## src/hw/rtl/gmat_pkg.sv

```systemverilog
package gmat_pkg;

  localparam int EVENT_W          = 16;
  localparam int COORD_W          = 7;
  localparam int RADIUS_W         = 8;
  localparam int RSQ_W            = 2 * RADIUS_W;
  localparam int SQ_W             = 2 * COORD_W;
  localparam int DIST_W           = SQ_W + 1;
  localparam int WINDOW_DEPTH_DEF = 16;

  localparam int Y_LSB   = 0;
  localparam int POL_BIT = 7;
  localparam int X_LSB   = 8;

  localparam logic [RADIUS_W-1:0] RADIUS_RESET = 8'd100;

  typedef struct packed {
    logic [COORD_W-1:0] x;
    logic [COORD_W-1:0] y;
  } sample_t;

endpackage

```

## src/hw/rtl/gated_moving_average_tracker_unit.sv

```systemverilog
// Tracks one object from a stream of camera event words. Each transfer in
// gives exactly one result, which is offered on the output from the next
// cycle, and a new event can be taken in every unstalled cycle; the sustained
// rate of one event per cycle is set by the gate check and the running-sum
// update, which both finish in the cycle of the transfer against registered
// averages. The window is a row of WINDOW_DEPTH shift cells, so the oldest
// sample is always at the end of the row. The result waits in an output
// register, and the input is stalled only while that register is full and
// stalled. Reset clears the whole window at once, and a write to the gate
// radius takes effect from the next cycle.
module gated_moving_average_tracker_unit #(
  parameter int WINDOW_DEPTH = gmat_pkg::WINDOW_DEPTH_DEF
) (
  input  logic                          clk,
  input  logic                          rst_n,
  input  logic                          in_valid,
  output logic                          in_stall,
  input  logic [gmat_pkg::EVENT_W-1:0]  in_event_word,
  output logic                          out_valid,
  input  logic                          out_stall,
  output logic [gmat_pkg::COORD_W-1:0]  out_x_position,
  output logic [gmat_pkg::COORD_W-1:0]  out_y_position,
  output logic                          out_locked,
  output logic                          out_accepted,
  input  logic                          cfg_wr_en,
  input  logic [gmat_pkg::RADIUS_W-1:0] cfg_wr_data
);
  import gmat_pkg::*;

  localparam int SLOT_W = (WINDOW_DEPTH > 1) ? $clog2(WINDOW_DEPTH) : 1;
  localparam int SUM_W  = COORD_W + SLOT_W;
  localparam logic [SLOT_W-1:0] LAST_SLOT  = SLOT_W'(WINDOW_DEPTH - 1);
  localparam logic [RSQ_W-1:0]  RSQ_RESET  = RSQ_W'(RADIUS_RESET) * RSQ_W'(RADIUS_RESET);

  logic [RSQ_W-1:0]   rsq_r, rsq_nxt;
  logic [SUM_W-1:0]   x_sum_r, x_sum_nxt;
  logic [SUM_W-1:0]   y_sum_r, y_sum_nxt;
  logic [COORD_W-1:0] x_avg_r, x_avg_nxt;
  logic [COORD_W-1:0] y_avg_r, y_avg_nxt;
  logic [SLOT_W-1:0]  slot_r, slot_nxt;
  logic               full_r, full_nxt;
  logic               out_valid_r, out_valid_nxt;
  logic [COORD_W-1:0] out_x_r, out_y_r;
  logic               out_locked_r, out_accepted_r;

  logic    accept;
  logic    offer;
  logic    take;
  logic    inside_gate;
  sample_t sample;
  sample_t oldest;
  sample_t chain [WINDOW_DEPTH+1];

  assign accept   = in_valid && !in_stall;
  assign in_stall = out_valid_r && out_stall;

  assign sample.x = in_event_word[X_LSB +: COORD_W];
  assign sample.y = in_event_word[Y_LSB +: COORD_W];
  assign offer    = accept && in_event_word[POL_BIT];

  gmat_gate u_gate (
    .avg_x       (x_avg_r),
    .avg_y       (y_avg_r),
    .sample      (sample),
    .radius_sq   (rsq_r),
    .inside_gate (inside_gate)
  );

  assign take = offer && (!full_r || inside_gate);

  assign chain[0] = sample;

  for (genvar i = 0; i < WINDOW_DEPTH; i++) begin : g_cell
    gmat_cell u_cell (
      .clk        (clk),
      .rst_n      (rst_n),
      .shift_en   (take),
      .sample_in  (chain[i]),
      .sample_out (chain[i+1])
    );
  end

  assign oldest = chain[WINDOW_DEPTH];

  always_comb begin
    rsq_nxt   = cfg_wr_en ? (RSQ_W'(cfg_wr_data) * RSQ_W'(cfg_wr_data)) : rsq_r;
    x_sum_nxt = x_sum_r;
    y_sum_nxt = y_sum_r;
    slot_nxt  = slot_r;
    full_nxt  = full_r;
    if (take) begin
      x_sum_nxt = x_sum_r - SUM_W'(oldest.x) + SUM_W'(sample.x);
      y_sum_nxt = y_sum_r - SUM_W'(oldest.y) + SUM_W'(sample.y);
      slot_nxt  = (slot_r == LAST_SLOT) ? '0 : slot_r + 1'b1;
      if (slot_r == LAST_SLOT) begin
        full_nxt = 1'b1;
      end
    end
    x_avg_nxt = COORD_W'(x_sum_nxt / WINDOW_DEPTH);
    y_avg_nxt = COORD_W'(y_sum_nxt / WINDOW_DEPTH);
    if (accept) begin
      out_valid_nxt = 1'b1;
    end else begin
      out_valid_nxt = out_valid_r && out_stall;
    end
  end

  always_ff @(posedge clk) begin
    if (!rst_n) begin
      rsq_r       <= RSQ_RESET;
      x_sum_r     <= '0;
      y_sum_r     <= '0;
      x_avg_r     <= '0;
      y_avg_r     <= '0;
      slot_r      <= '0;
      full_r      <= 1'b0;
      out_valid_r <= 1'b0;
    end else begin
      rsq_r       <= rsq_nxt;
      x_sum_r     <= x_sum_nxt;
      y_sum_r     <= y_sum_nxt;
      x_avg_r     <= x_avg_nxt;
      y_avg_r     <= y_avg_nxt;
      slot_r      <= slot_nxt;
      full_r      <= full_nxt;
      out_valid_r <= out_valid_nxt;
    end
  end

  always_ff @(posedge clk) begin
    if (accept) begin
      out_x_r        <= x_avg_nxt;
      out_y_r        <= y_avg_nxt;
      out_locked_r   <= full_nxt;
      out_accepted_r <= take;
    end
  end

  assign out_valid      = out_valid_r;
  assign out_x_position = out_x_r;
  assign out_y_position = out_y_r;
  assign out_locked     = out_locked_r;
  assign out_accepted   = out_accepted_r;

  a_avg_tracks_sum: assert property (@(posedge clk) disable iff (!rst_n)
    x_avg_r == COORD_W'(x_sum_r / WINDOW_DEPTH) && y_avg_r == COORD_W'(y_sum_r / WINDOW_DEPTH))
    else $error("Registered average does not match the running sum.");

  a_lock_on_last_slot: assert property (@(posedge clk) disable iff (!rst_n)
    $rose(full_r) |-> $past(slot_r) == LAST_SLOT && $past(take))
    else $error("Lock set without a sample in the last slot.");

  a_lock_holds: assert property (@(posedge clk) disable iff (!rst_n)
    full_r |=> full_r)
    else $error("Lock dropped after being set.");

  a_result_follows: assert property (@(posedge clk) disable iff (!rst_n)
    accept |=> out_valid_r && out_accepted_r == $past(take) && out_locked_r == full_r)
    else $error("Result register does not hold the transfer just taken.");

endmodule

```

## src/hw/rtl/gmat_cell.sv

```systemverilog
module gmat_cell (
  input  logic              clk,
  input  logic              rst_n,
  input  logic              shift_en,
  input  gmat_pkg::sample_t sample_in,
  output gmat_pkg::sample_t sample_out
);
  import gmat_pkg::*;

  sample_t sample_r;
  sample_t sample_nxt;

  always_comb begin
    sample_nxt = shift_en ? sample_in : sample_r;
  end

  always_ff @(posedge clk) begin
    if (!rst_n) begin
      sample_r <= '0;
    end else begin
      sample_r <= sample_nxt;
    end
  end

  assign sample_out = sample_r;

endmodule

```

## src/hw/rtl/gmat_gate.sv

```systemverilog
module gmat_gate (
  input  logic [gmat_pkg::COORD_W-1:0] avg_x,
  input  logic [gmat_pkg::COORD_W-1:0] avg_y,
  input  gmat_pkg::sample_t            sample,
  input  logic [gmat_pkg::RSQ_W-1:0]   radius_sq,
  output logic                         inside_gate
);
  import gmat_pkg::*;

  logic [COORD_W-1:0] dx_abs;
  logic [COORD_W-1:0] dy_abs;
  logic [SQ_W-1:0]    dx_sq;
  logic [SQ_W-1:0]    dy_sq;
  logic [DIST_W-1:0]  dist_sq;

  always_comb begin
    dx_abs  = (avg_x >= sample.x) ? (avg_x - sample.x) : (sample.x - avg_x);
    dy_abs  = (avg_y >= sample.y) ? (avg_y - sample.y) : (sample.y - avg_y);
    dx_sq   = SQ_W'(dx_abs) * SQ_W'(dx_abs);
    dy_sq   = SQ_W'(dy_abs) * SQ_W'(dy_abs);
    dist_sq = DIST_W'(dx_sq) + DIST_W'(dy_sq);
    inside_gate = RSQ_W'(dist_sq) < radius_sq;
  end

endmodule
```

## config.mk

```make
export PLATFORM = sky130hd
export DESIGN_NAME = gated_moving_average_tracker_unit
export DESIGN_NICKNAME = d
export VERILOG_FILES = /design/src/hw/rtl/gmat_pkg.sv /design/src/hw/rtl/gated_moving_average_tracker_unit.sv /design/src/hw/rtl/gmat_cell.sv /design/src/hw/rtl/gmat_gate.sv
export SDC_FILE = /design/constraint.sdc
export NUM_CORES = 1
export LEC_CHECK = 0
export BUFFER_PORTS_ARGS = -buffer_cell sky130_fd_sc_hd__buf_4
export CORE_ASPECT_RATIO = 1.4
export CORE_UTILIZATION = 55
export CTS_CLUSTER_DIAMETER = 50
export DETAILED_ROUTE_END_ITERATION = 8
export PLACE_DENSITY = 0.72
export SYNTH_ARGS = -nofsm -noshare
export SYNTH_HDL_FRONTEND = slang
export SYNTH_SLANG_ARGS = --single-unit
```

## constraint.sdc

```tcl
create_clock -name clk -period 10.8 [get_ports clk]
set_input_delay 0.54 -clock clk [delete_from_list [all_inputs] [get_ports clk]]
set_output_delay 0.54 -clock clk [all_outputs]
set_load 0.05 [all_outputs]
```

==> flow_summary.yaml <==
timing:
  max_slew_margin: 0.3654
  drv_slew: 0
  setup_viol: 0
  fin_ws_ns: 0.7457
  skew_ns: 0.008013
  fmax_mhz: 99.46
  finalHoldViolCount: 0
  fin_crit_sh: 0.9310
  min_period_ns: 10.05
  fin_setup_tns_ns: 0
  rsz0062_at_grt: "no"
  tightest_slew_ns: 0.9520
route:
  dr.pass1.iters: 7
  drcViolationCount: 5
  drt_iter0_drc: 732
  ant_nets: 0
  routed_wl_um: 33460
  wire_per_inst_um: 13.64
  vias: 12990
  viasPerCell: 5.294
grt:
  busiest_layer: "met2"
  use_met2: 0.4057
  met3_usage: 0.02222
  grtUsageMet1: 0.2526
  grtUsageTotal: 0.2163
  overflow: 0
  first_global_vias: 12920
  grt_max_degree: 159
  grt_pass1_wl_um: 58800
  antenna_found_initial: 0
cts:
  cts_hold_buf: 0
  worst_skew_pair.late_latency_ns: 0.54
  cts_buffers: 28
  clock_path_buffers: 3
  path_clk_slew_ns: 0.06
  htreeDepth: 1
  post_cts_resized: 0
  cts-root-buf: "clkbuf_16"
  cts_tree: "yes"
  postCtsSetupBuffers: 0
  cts_sinks: 283
finish:
  nFillCells: 2683
  final_nets: 2305
  syn_to_final_growth_pct: 9.397
  layout.cells.non_filler: 2453
  layout_common_cells: "nand2_1, dfxtp_1, a21boi_0, inv_1, ha_1"
  final_layout_size_suffix_gt1_frac: 0.06835
  antenna_cells: 0
  final_common_cell: "nand2_1"
floorplan:
  die_h_um: 212.5
  floorplan.initialDensity: 0.5618
  rows: 76
  fp.dieW_um: 152.4
  dieArea_um2: 32390
  pin_count: 47
  fp.coreArea_um2: 31000
run_status:
  violations: "design-rule violations"
  status: "finished with violations"
logic_synthesis:
  synth_edf_count: 16
  ys_seq_elements: 283
  netlist_instances: 2039
  ys_seq_area_frac: 0.3345
  yosysUniqueCellTypes: 68
  async_flop_share: 0
  syn-cell-area_um2: 17420
  avgSynthCellArea_um2: 8.541
  synthFlopType: "dfxtp_1"
  yosys_warnings: 0
  synth_nets: 2303
placement:
  placed_cells: 2401
  port_buffers: 45
  place_ws_ns: 0.4102
  hpwlAfterDp_um: 24290
  place_congestion: 0.8619
min_path:
  holdCritPathClass: "primary input to flop"
  holdPathStages: 2
critical_path:
  crit_top_cell: "fa_1"
  cpMaxStageDelayCell: "or4b_2"
  startpoint_type: "flop"
  max_stage_delay_ns: 0.63
  critPathCaptureType: "flop"
  cp_data_required_time_ns: 11.25
  cp.arrival_ns: 10.51
  crit_fanout: 122
  critPathKind: "flop to flop"
  rr_worst_depth: 38
job:
  drv_cap: 0
## state kept, by name, summed over array words and instances (netlist names)
name	count
out_x_position	7
slot_r	4
out_locked	1
out_y_position	7
full_r	1
y_avg_r	7
rsq_r	15
g_cell.u_cell.sample_out	224
y_sum_r	4
out_accepted	1
x_sum_r	11
out_valid	1
## critical path: cells and delay by family (launching register included)
family | cells | cell delay, ns
AO/OA/AOI/OAI | 12 | 2.21
adder cells (fa/ha/maj) | 10 | 4.23
buffers and inverters | 9 | 1.52
flip-flops | 1 | 0.31
AND/OR/NAND/NOR | 7 | 1.54
## area by class of cell
cell class	count	area [um^2]	share of cell area
Multi-Input combinational cell	1454	10430	0.5472
Sequential cell	283	5826	0.3058
Clock buffer	38	799.5	0.04196
Inverter	205	774.5	0.04065
Timing Repair Buffer	69	571.8	0.03001
Tap cell	390	488.0	0.02561
Clock inverter	14	166.4	0.008735
## cell families (layout without fill, tap and decap cells)
group | after synthesis | after routing | share of synthesized area
muxes | 15 | 15 | 0.008765
and+or+nand+nor | 732 | 732 | 0.1808
buffers and inverters | 302 | 326 | 0.06789
xor gates and xnor gates | 51 | 51 | 0.02651
DFF | 283 | 283 | 0.3345
adders and majority gates | 235 | 235 | 0.2089
AOI/OAI and AO/OA | 421 | 421 | 0.1726
## per-stage QoR
| stage | util | instance area, um^2 | hold slack, ns |
|---|---|---|---|
| after floorplan | - | 17420 | 0.4310 |
| after global placement | 0.5834 | 18090 | 0.4392 |
| after detailed placement | 0.5834 | 18090 | 0.4458 |
| after CTS | 0.6146 | 19050 | 0.1898 |
| after global routing | 0.6146 | 19050 | 0.2083 |
| final | 0.6146 | 19050 | 0.2095 |
## metal layers
metal | vias to the layer above | part of all wire
li1 | 6635 | -
met1 | 6129 | 0.43
met2 | 149 | 0.51
met3 | 72 | 0.028
met4 | 0 | 0.033
met5 | - | 0
## path summary, 6_finish.rpt
| path | startpoint | to | slack [ns] |
|---|---|---|---|
| worst max-delay path | x_sum_r[4] | g_cell[5].u_cell.sample_out[9] | 0.75 |
| worst min-delay path | in_valid | out_valid | 0.21 |
| worst max register to register | x_sum_r[4] | g_cell[5].u_cell.sample_out[9] | 0.75 |
| worst min register to register | g_cell[0].u_cell.sample_out[8] | g_cell[0].u_cell.sample_out[8] | 0.45 |
## synth_stat cells, drive strengths merged (4+ instances only)
cell type / number / area [um^2]
a31oi: 9 / 56.30
a211oi: 6 / 45.04
a21o: 33 / 247.7
inv: 205 / 769.5
or2: 8 / 50.05
clkbuf: 62 / 232.7
o211a: 4 / 40.04
nor4b: 4 / 35.03
nand3b: 11 / 82.58
a2111oi: 6 / 52.55
nand2b: 12 / 75.07
o211ai: 11 / 82.58
o21bai: 6 / 45.04
and2: 34 / 215.2
a21boi: 234 / 1764
nor2b: 23 / 143.9
buf: 35 / 180.2
nand3: 9 / 50.05
nor3: 18 / 90.09
xnor2: 32 / 295.3
fa: 93 / 1862
and3: 9 / 56.30
edfxtp: 16 / 480.5
ha: 142 / 1777
xor2: 19 / 166.4
nand2: 524 / 1967
nand4: 4 / 25.02
dfxtp: 267 / 5345
a21oi: 47 / 250.3
nand4b: 4 / 35.03
mux2i: 13 / 130.1
o21a: 4 / 30.03
nor2: 59 / 221.5
o21ai: 39 / 198.9
Power is not shown: default switching activity piles up to over one toggle a cycle in this logic, so the estimate is an artifact.
